--- src/rtl/core/tbrl_pkg.sv ---
package tbrl_pkg;

  // Field and datapath widths
  localparam int unsigned NowW    = 48;
  localparam int unsigned RateW   = 30;
  localparam int unsigned BurstW  = 30;
  localparam int unsigned LevelW  = 40;
  localparam int unsigned ProdW   = NowW + RateW;
  localparam int unsigned WaitW   = 20;
  localparam int unsigned CountW  = 32;
  localparam int unsigned CfgIdxW = 2;

  // Stream payload layout
  localparam int unsigned InTdataW  = ((NowW + 7) / 8) * 8;
  localparam int unsigned OutBits   = 1 + WaitW + CountW + NowW;
  localparam int unsigned OutTdataW = ((OutBits + 7) / 8) * 8;

  // Register indexes
  localparam logic [CfgIdxW-1:0] CfgEnable = 2'd0;
  localparam logic [CfgIdxW-1:0] CfgRate   = 2'd1;
  localparam logic [CfgIdxW-1:0] CfgBurst  = 2'd2;

  // Reset values of the registers
  localparam logic [RateW-1:0]  RateReset  = 30'd5000;
  localparam logic [BurstW-1:0] BurstReset = 30'd5000;

  // One whole token in micro-tokens
  localparam logic [LevelW-1:0] OneToken = 40'd1000000;

  // Divider result
  typedef struct packed {
    logic [WaitW-1:0] quo;
    logic             rem_nz;
  } div_res_t;

endpackage

--- src/rtl/core/tbrl_mul.sv ---
// Bit-serial shift-add multiplier: one multiplier bit per cycle.
module tbrl_mul import tbrl_pkg::*; (
  input  logic             clk_i,
  input  logic             rst_ni,
  input  logic             start_i,
  input  logic [NowW-1:0]  a_i,
  input  logic [RateW-1:0] b_i,
  output logic             done_o,
  output logic [ProdW-1:0] prod_o
);

  localparam int unsigned CntW = $clog2(NowW);

  logic [ProdW-1:0] p_q, p_d;
  logic [CntW-1:0]  cnt_q, cnt_d;
  logic             run_q, run_d;
  logic             done_q, done_d;
  logic [RateW:0]   sum;

  // Upper half accumulates b when the current multiplier bit is set
  assign sum = {1'b0, p_q[ProdW-1:NowW]} + (p_q[0] ? {1'b0, b_i} : '0);

  always_comb begin
    p_d    = p_q;
    cnt_d  = cnt_q;
    run_d  = run_q;
    done_d = 1'b0;
    if (start_i) begin
      p_d   = {{RateW{1'b0}}, a_i};
      cnt_d = '0;
      run_d = 1'b1;
    end else if (run_q) begin
      p_d   = {sum, p_q[NowW-1:1]};
      cnt_d = cnt_q + 1'b1;
      if (cnt_q == CntW'(NowW - 1)) begin
        run_d  = 1'b0;
        done_d = 1'b1;
      end
    end
  end

  always_ff @(posedge clk_i or negedge rst_ni) begin
    if (!rst_ni) begin
      cnt_q  <= '0;
      run_q  <= 1'b0;
      done_q <= 1'b0;
    end else begin
      cnt_q  <= cnt_d;
      run_q  <= run_d;
      done_q <= done_d;
    end
  end

  always_ff @(posedge clk_i) begin
    p_q <= p_d;
  end

  assign done_o = done_q;
  assign prod_o = p_q;

endmodule

--- src/rtl/core/tbrl_div.sv ---
// Restoring divider: one quotient bit per cycle.
module tbrl_div import tbrl_pkg::*; (
  input  logic             clk_i,
  input  logic             rst_ni,
  input  logic             start_i,
  input  logic [WaitW-1:0] dividend_i,
  input  logic [RateW-1:0] divisor_i,
  output logic             done_o,
  output div_res_t         res_o
);

  localparam int unsigned CntW = $clog2(WaitW);

  logic [RateW-1:0] rem_q, rem_d;
  logic [WaitW-1:0] quo_q, quo_d;
  logic [CntW-1:0]  cnt_q, cnt_d;
  logic             run_q, run_d;
  logic             done_q, done_d;
  logic [RateW:0]   trial;
  logic [RateW:0]   diff;
  logic             ge;

  // Bring down the next dividend bit and try a subtract
  assign trial = {rem_q, quo_q[WaitW-1]};
  assign ge    = (trial >= {1'b0, divisor_i});
  assign diff  = trial - {1'b0, divisor_i};

  always_comb begin
    rem_d  = rem_q;
    quo_d  = quo_q;
    cnt_d  = cnt_q;
    run_d  = run_q;
    done_d = 1'b0;
    if (start_i) begin
      rem_d = '0;
      quo_d = dividend_i;
      cnt_d = '0;
      run_d = 1'b1;
    end else if (run_q) begin
      rem_d = ge ? diff[RateW-1:0] : trial[RateW-1:0];
      quo_d = {quo_q[WaitW-2:0], ge};
      cnt_d = cnt_q + 1'b1;
      if (cnt_q == CntW'(WaitW - 1)) begin
        run_d  = 1'b0;
        done_d = 1'b1;
      end
    end
  end

  always_ff @(posedge clk_i or negedge rst_ni) begin
    if (!rst_ni) begin
      cnt_q  <= '0;
      run_q  <= 1'b0;
      done_q <= 1'b0;
    end else begin
      cnt_q  <= cnt_d;
      run_q  <= run_d;
      done_q <= done_d;
    end
  end

  always_ff @(posedge clk_i) begin
    rem_q <= rem_d;
    quo_q <= quo_d;
  end

  assign done_o        = done_q;
  assign res_o.quo     = quo_q;
  assign res_o.rem_nz  = |rem_q;

endmodule

--- src/rtl/core/token_bucket_rate_limiter.sv ---
// Token bucket rate limiter. Each request beat carries a millisecond timestamp and
// returns one result beat: a grant flag, the wait in ms, and the running totals of
// throttled requests and waited ms. Requests are handled one at a time. With limiting
// disabled a request goes straight to the output state. With limiting enabled the
// refill product elapsed_ms * rate is formed by a bit-serial multiplier; a throttled
// request also runs the bit-serial divider for the wait. A new request is taken
// while the previous result still sits in the output register. Registers
// (limit_enable, rate_mtok_per_s, burst_mtok) must be written only while the block is
// idle; the block itself does not enforce this.
module token_bucket_rate_limiter import tbrl_pkg::*; (
  input  logic                 clk_i,
  input  logic                 rst_ni,
  // Register write channel
  input  logic                 cfg_valid_i,
  output logic                 cfg_ready_o,
  input  logic [CfgIdxW-1:0]   cfg_index_i,
  input  logic [RateW-1:0]     cfg_data_i,
  // Request stream
  input  logic                 s_axis_tvalid,
  output logic                 s_axis_tready,
  input  logic [InTdataW-1:0]  s_axis_tdata,   // [47:0] now_ms
  // Result stream
  output logic                 m_axis_tvalid,
  input  logic                 m_axis_tready,
  output logic [OutTdataW-1:0] m_axis_tdata    // [0] granted_now, [20:1] wait_time_ms,
                                               // [52:21] throttled_total,
                                               // [100:53] wait_total_ms, rest zero
);

  localparam logic [2:0] S_IDLE   = 3'd0;
  localparam logic [2:0] S_SETUP  = 3'd1;
  localparam logic [2:0] S_MUL    = 3'd2;
  localparam logic [2:0] S_REFILL = 3'd3;
  localparam logic [2:0] S_TAKE   = 3'd4;
  localparam logic [2:0] S_DIV    = 3'd5;
  localparam logic [2:0] S_UPDATE = 3'd6;
  localparam logic [2:0] S_OUT    = 3'd7;

  logic [2:0]        state_q, state_d;
  logic              en_q;
  logic [RateW-1:0]  rate_q;
  logic [BurstW-1:0] burst_q;
  logic [LevelW-1:0] level_q, level_d;
  logic [NowW-1:0]   last_q, last_d;
  logic              started_q, started_d;
  logic [CountW-1:0] thr_q, thr_d;
  logic [NowW-1:0]   wsum_q, wsum_d;
  logic [NowW-1:0]   now_q, now_d;
  logic [LevelW-1:0] cap_q, cap_d;
  logic [RateW-1:0]  rate_eff_q, rate_eff_d;
  logic              granted_q, granted_d;
  logic [WaitW-1:0]  wait_q, wait_d;
  logic              m_valid_q, m_valid_d;
  logic [OutBits-1:0] m_data_q, m_data_d;

  logic              in_acc;
  logic [LevelW-1:0] cap_calc;
  logic              mul_start, mul_done;
  logic [NowW-1:0]   elapsed;
  logic [ProdW-1:0]  prod;
  logic              div_start, div_done;
  logic [WaitW-1:0]  needed;
  div_res_t          div_res;
  logic [NowW-1:0]   base_last;
  logic [NowW:0]     diff;
  logic [LevelW:0]   refill_sum;
  logic [NowW:0]     wsum_sum;
  logic [NowW:0]     last_sum;

  assign cfg_ready_o   = 1'b1;
  assign s_axis_tready = (state_q == S_IDLE);
  assign in_acc        = s_axis_tvalid && s_axis_tready;
  assign m_axis_tvalid = m_valid_q;
  assign m_axis_tdata  = {{(OutTdataW - OutBits){1'b0}}, m_data_q};

  // Capacity in micro-tokens: burst * 1000 = burst * (1024 - 32 + 8)
  assign cap_calc = {burst_q, 10'b0} - {5'b0, burst_q, 5'b0} + {7'b0, burst_q, 3'b0};

  // Register writes
  always_ff @(posedge clk_i or negedge rst_ni) begin
    if (!rst_ni) begin
      en_q    <= 1'b0;
      rate_q  <= RateReset;
      burst_q <= BurstReset;
    end else if (cfg_valid_i && cfg_ready_o) begin
      case (cfg_index_i)
        CfgEnable: en_q    <= cfg_data_i[0];
        CfgRate:   rate_q  <= cfg_data_i;
        CfgBurst:  burst_q <= cfg_data_i;
        default: ;
      endcase
    end
  end

  tbrl_mul u_mul (
    .clk_i   (clk_i),
    .rst_ni  (rst_ni),
    .start_i (mul_start),
    .a_i     (elapsed),
    .b_i     (rate_eff_q),
    .done_o  (mul_done),
    .prod_o  (prod)
  );

  tbrl_div u_div (
    .clk_i      (clk_i),
    .rst_ni     (rst_ni),
    .start_i    (div_start),
    .dividend_i (needed),
    .divisor_i  (rate_eff_q),
    .done_o     (div_done),
    .res_o      (div_res)
  );

  // Request sequencer
  always_comb begin
    state_d    = state_q;
    level_d    = level_q;
    last_d     = last_q;
    started_d  = started_q;
    thr_d      = thr_q;
    wsum_d     = wsum_q;
    now_d      = now_q;
    cap_d      = cap_q;
    rate_eff_d = rate_eff_q;
    granted_d  = granted_q;
    wait_d     = wait_q;
    m_data_d   = m_data_q;
    m_valid_d  = m_valid_q && !m_axis_tready;
    mul_start  = 1'b0;
    div_start  = 1'b0;
    elapsed    = '0;
    needed     = '0;
    base_last  = started_q ? last_q : now_q;
    diff       = {1'b0, now_q} - {1'b0, base_last};
    refill_sum = {1'b0, level_q} + {1'b0, prod[LevelW-1:0]};
    wsum_sum   = {1'b0, wsum_q} + {{(NowW + 1 - WaitW){1'b0}}, wait_q};
    last_sum   = {1'b0, last_q} + {{(NowW + 1 - WaitW){1'b0}}, wait_q};

    case (state_q)
      S_IDLE: begin
        if (in_acc) begin
          now_d      = s_axis_tdata[NowW-1:0];
          cap_d      = cap_calc;
          rate_eff_d = (rate_q == '0) ? RateW'(1) : rate_q;
          if (en_q) begin
            state_d = S_SETUP;
          end else begin
            granted_d = 1'b1;
            wait_d    = '0;
            state_d   = S_OUT;
          end
        end
      end
      // First request fills the bucket; backwards time counts as no elapsed time
      S_SETUP: begin
        if (!diff[NowW]) begin
          elapsed = diff[NowW-1:0];
          last_d  = now_q;
        end else begin
          last_d  = base_last;
        end
        level_d   = started_q ? level_q : cap_q;
        started_d = 1'b1;
        mul_start = 1'b1;
        state_d   = S_MUL;
      end
      S_MUL: begin
        if (mul_done) begin
          state_d = S_REFILL;
        end
      end
      // Refill, clamped at the capacity
      S_REFILL: begin
        if (level_q >= cap_q || (|prod[ProdW-1:LevelW]) || refill_sum > {1'b0, cap_q}) begin
          level_d = cap_q;
        end else begin
          level_d = refill_sum[LevelW-1:0];
        end
        state_d = S_TAKE;
      end
      S_TAKE: begin
        if (level_q >= OneToken) begin
          level_d   = level_q - OneToken;
          granted_d = 1'b1;
          wait_d    = '0;
          state_d   = S_OUT;
        end else begin
          needed    = OneToken[WaitW-1:0] - level_q[WaitW-1:0];
          div_start = 1'b1;
          granted_d = 1'b0;
          state_d   = S_DIV;
        end
      end
      // Wait is the quotient rounded up
      S_DIV: begin
        if (div_done) begin
          wait_d  = div_res.quo + WaitW'(div_res.rem_nz);
          state_d = S_UPDATE;
        end
      end
      S_UPDATE: begin
        if (thr_q != '1) begin
          thr_d = thr_q + 1'b1;
        end
        wsum_d  = wsum_sum[NowW] ? '1 : wsum_sum[NowW-1:0];
        last_d  = last_sum[NowW] ? '1 : last_sum[NowW-1:0];
        level_d = '0;
        state_d = S_OUT;
      end
      S_OUT: begin
        if (!m_valid_q || m_axis_tready) begin
          m_valid_d = 1'b1;
          m_data_d  = {wsum_q, thr_q, wait_q, granted_q};
          state_d   = S_IDLE;
        end
      end
      default: state_d = S_IDLE;
    endcase
  end

  always_ff @(posedge clk_i or negedge rst_ni) begin
    if (!rst_ni) begin
      state_q   <= S_IDLE;
      level_q   <= '0;
      last_q    <= '0;
      started_q <= 1'b0;
      thr_q     <= '0;
      wsum_q    <= '0;
      m_valid_q <= 1'b0;
    end else begin
      state_q   <= state_d;
      level_q   <= level_d;
      last_q    <= last_d;
      started_q <= started_d;
      thr_q     <= thr_d;
      wsum_q    <= wsum_d;
      m_valid_q <= m_valid_d;
    end
  end

  always_ff @(posedge clk_i) begin
    now_q      <= now_d;
    cap_q      <= cap_d;
    rate_eff_q <= rate_eff_d;
    granted_q  <= granted_d;
    wait_q     <= wait_d;
    m_data_q   <= m_data_d;
  end

`ifndef SYNTHESIS
  // Level never above capacity once refill is done
  ap_level_capped: assert property (@(posedge clk_i) disable iff (!rst_ni)
    (state_q == S_TAKE) |-> (level_q <= cap_q))
    else $error("token level above capacity");

  // A granted result carries no wait, a throttled one always waits
  ap_grant_wait: assert property (@(posedge clk_i) disable iff (!rst_ni)
    m_valid_q |-> (m_data_q[0] == (m_data_q[WaitW:1] == '0)))
    else $error("grant flag and wait disagree");

  // Throttle count only grows
  ap_thr_mono: assert property (@(posedge clk_i) disable iff (!rst_ni)
    ##1 (thr_q >= $past(thr_q)))
    else $error("throttle count went down");

  // Serial units finish only while the sequencer waits on them
  ap_mul_done: assert property (@(posedge clk_i) disable iff (!rst_ni)
    mul_done |-> (state_q == S_MUL))
    else $error("multiplier done outside multiply state");

  ap_div_done: assert property (@(posedge clk_i) disable iff (!rst_ni)
    div_done |-> (state_q == S_DIV))
    else $error("divider done outside divide state");
`endif

endmodule
--- config.mk ---
export PLATFORM = sky130hd
export DESIGN_NAME = token_bucket_rate_limiter
export DESIGN_NICKNAME = d
export VERILOG_FILES = /design/src/rtl/core/tbrl_pkg.sv /design/src/rtl/core/tbrl_mul.sv /design/src/rtl/core/tbrl_div.sv /design/src/rtl/core/token_bucket_rate_limiter.sv
export SDC_FILE = /design/constraint.sdc
export NUM_CORES = 2
export LEC_CHECK = 0
export ABC_CLOCK_PERIOD_IN_PS = 8200
export BUFFER_PORTS_ARGS = -buffer_cell sky130_fd_sc_hd__buf_2
export CORE_UTILIZATION = 45
export CTS_CLUSTER_DIAMETER = 30
export CTS_CLUSTER_SIZE = 16
export DETAILED_ROUTE_END_ITERATION = 8
export HOLD_SLACK_MARGIN = 0.05
export SKIP_CTS_REPAIR_TIMING = 1
export SYNTH_ARGS = -nofsm -noshare
export SYNTH_HDL_FRONTEND = slang
export SYNTH_SLANG_ARGS = --single-unit
--- constraint.sdc ---
create_clock -name clk_i -period 8.2 [get_ports clk_i]
set_clock_uncertainty 0.15 [all_clocks]
set_input_delay 1.64 -clock clk_i [delete_from_list [all_inputs] [get_ports clk_i]]
set_output_delay 1.64 -clock clk_i [all_outputs]
set_load 0.01 [all_outputs]
==> metrics.md <==
| Metric | Value |
|---|---|
| Post-placement cell area | `about 43000 sq um` |
| Total power | `23.2 mW` |
| DP HPWL | `86.5 mm` |
| Combinational share of power | `0.490` |
| Cell accounting for the most synthesized area | `edfxtp_1` |
| Share of cells above drive strength 1 | `0.136` |
| Main synth FF type | `edfxtp_1` |
| P_int | `13.4 mW` |
| CP Data Arrival Time | `7090 ps` |
| Clk sinks | `between 600 and 700` |
| CP delay by family, top | `compound AO/OA/AOI/OAI gates` |
| Worst slack, placed | `1680 ps` |
| Worst path slowest cell | `or4_1` |
| # IOs | `192` |
| Setup_tns | `0 ps` |
| Synthesized area | `slightly above 40000 sq um` |
| Fin crit share | `0.811` |
| Skew-Pair Late Insertion Delay | `740 ps` |
| Die Ht | `approximately 300 um` |
| Rel. slew slack | `0.177` |
| Post-Route Utilization | `0.540` |
| Status | `finished, final reports clean` |
| TritonCTS clock tree | `done` |
| CP endpoint kind | `flip-flop` |
| CP bufs+invs | `2` |
| Die W | `roughly 300 um` |
| Critical path class | `reg2reg` |
| CTS H-Tree Depth | `4` |
| Die area | `91700 sq um` |
| Routed wire length | `117 mm` |
| Seq/Total Area, Yosys | `0.408` |
| DRC errors left | `0` |
| Critical path required time | `between 8000 and 9000 ps` |
| Final Hold Viols | `0` |
| Post-synth top area share | `0.225` |
| Final GP Congestion | `0.919` |
| Worst path max stage delay | `~730 ps` |
| Fill cells | `roughly 7900` |
| Leak | `approximately 21 nW` |
| Core footprint | `89100 sq um` |
| Clk buf depth | `3` |
| Clock Power Share | `0.273` |
| Post-synth top cells | `a21oi_1 (361), nand2_1 (346), ha_1 (313), edfxtp_1 (305), nor2_1 (298)` |
| Global-route wire length before repair | `183 mm` |
| Mapped Avg Cell Area | `9.53 sq um` |
| Final worst setup slack | `approximately 1600 ps` |
| Critical-path maximum fanout | `11` |
| Reported net switching power | `9.77 mW` |
| Post-Synthesis Cells | `roughly 4300` |
| Ranking of synthesized cells by area | `edfxtp_1 (22%), dfrtp_1 (15%), ha_1 (9.6%)` |
| RSZ-0062 raised after global routing | `no` |
| Routed vias/inst | `5.78` |
| Design Area, Final | `48100 sq um` |
| Startpoint types | `flip-flop` |
| Max Cap Viol | `0` |
| Netlist cell types | `94` |
| Seq cells post-synth | `a little over 600` |
| Post-route ant nets | `0` |
| Switching Share | `0.421` |
| GRT overflow | `0` |
| 1st-iter DRT viols | `2426` |
| 1st-pass router iterations | `5` |
| Cell area power density | `482 nW/um^2` |
| Nets | `4871` |
| Count leader, synth | `a21oi_1` |
| # setup viols final | `0` |
| IO buf count | `between 150 and 200` |
| GRT Util Overall | `0.256` |
| P&R area growth vs syn | `18.0%` |
| Class of the worst hold path | `reg2reg` |
| Yosys warnings | `0` |
| Initial Util | `0.457` |
| EDFF count, synth | `roughly 310` |
| Minimum clock period | `6650 ps` |
| Initial antenna violation count | `2` |
| Root Buffer | `clkbuf_16` |
| Fin. max-slew vios | `0` |
| Worst Tran Pin Value | `1220 ps` |
| Fmax | `150 MHz` |
| Wire per inst | `20.4 um` |
| Worst VDD drop | `0.234 mV` |
| Reg clk slew, reported paths | `50 ps` |
| Vias in the first global route | `approximately 32000` |
| Row count | `109` |
| Sequential Power Share | `0.238` |
| Async SR Flop Fraction | `0.406` |
| Inserted Clock Buffers | `148` |
| Total number of vias | `33100` |
| Largest net degree at the start of global routing | `101` |
## cell usage in the layout, fill, tap and decap left out, types with 43 or more instances in the layout
cell type,n
a21oi_1,360
nand2_1,346
ha_1,313
edfxtp_1,305
nor2_1,296
o21ai_0,244
dfrtp_1,238
inv_1,236
buf_2,186
xnor2_1,174
clkbuf_16,150
a21o_1,136
nand3_1,121
xor2_1,114
mux2i_1,93
nor3_1,84
nand4_1,79
mux2_2,77
and3_1,67
dfxtp_1,60
a31oi_1,56
and2_1,49
o31ai_1,45
nand2b_1,43
## stage by stage
stage	hold slack, ps	instances
final	267	5737
after global routing	277	5736
after CTS	268	5736
after detailed placement	257	5459
after global placement	254	5459
after floorplan	250	4273
## power groups by stage
| stage | registers [mW] | clock network (mW) | logic, mW |
|---|---|---|---|
| floorplan | 5.18 | 0 | 8.53 |
| global placement | 5.51 | 0 | 11.1 |
| detailed placement | 5.53 | 0 | 11.1 |
| CTS | 5.49 | 6.42 | 11.3 |
| global route | 5.62 | 6.57 | 12.6 |
| finish | 5.51 | 6.32 | 11.3 |
## cell families (layout without fill, tap and decap cells)
family                     after synthesis  count (layout)  synth area share
AOI/OAI and AO/OA                     1151            1151             0.180
xor gates and xnor gates               288             288            0.0619
adders and majority gates              342             342             0.110
buffers and inverters                  444             742            0.0445
DFF                                    614             614             0.408
muxes                                  170             170            0.0442
other                                    2               5          0.000184
and+or+nand+nor                       1260            1260             0.151
## flip-flops by register name (all words and copies together) (netlist names), 32 cells and up
| register | cells |
|---|---|
| m_data_q | 101 |
| u_mul.prod_o | 78 |
| last_q | 48 |
| now_q | 48 |
| wsum_q | 48 |
| level_q | 40 |
| cap_q | 37 |
| thr_q | 32 |
## worst paths after layout
check                      slack, ps  depth (start not counted)       start     endpoint
hold reg to reg                  270                          0   granted_q  m_data_q[0]
setup reg to reg                1550                         25  level_q[0]  level_q[17]
hold / removal                   270                          0   granted_q  m_data_q[0]
setup / recovery                1550                         25  level_q[0]  level_q[17]
min in group asynchronous        770                          1      rst_ni    thr_q[11]
max in group asynchronous       5650                          2      rst_ni   rate_q[11]
## area by class of cell
class / instances / area [sq um] / share of cell area
Tap cell: 1165 / 1460 / 0.0303
Clock buffer: 172 / 3900 / 0.0811
Clock inverter: 105 / 1530 / 0.0319
Multi-Input combinational cell: 3215 / 22400 / 0.466
Timing Repair Buffer: 226 / 1280 / 0.0266
Inverter: 239 / 897 / 0.0187
Sequential cell: 614 / 16600 / 0.346
Antenna cell: 1 / 2.50 / 0.0000521
## routing by layer
| metal | global-route usage | up-vias | wire length [um] |
|---|---|---|---|
| met5 | 0 | - | 13 |
| met4 | 0.0852 | 2 | 2930 |
| met3 | 0.0457 | 186 | 6440 |
| met2 | 0.393 | 929 | 52400 |
| met1 | 0.362 | 16000 | 55200 |
| li1 | - | 16100 | - |
Note: power is estimated with default switching activity, not from simulation.
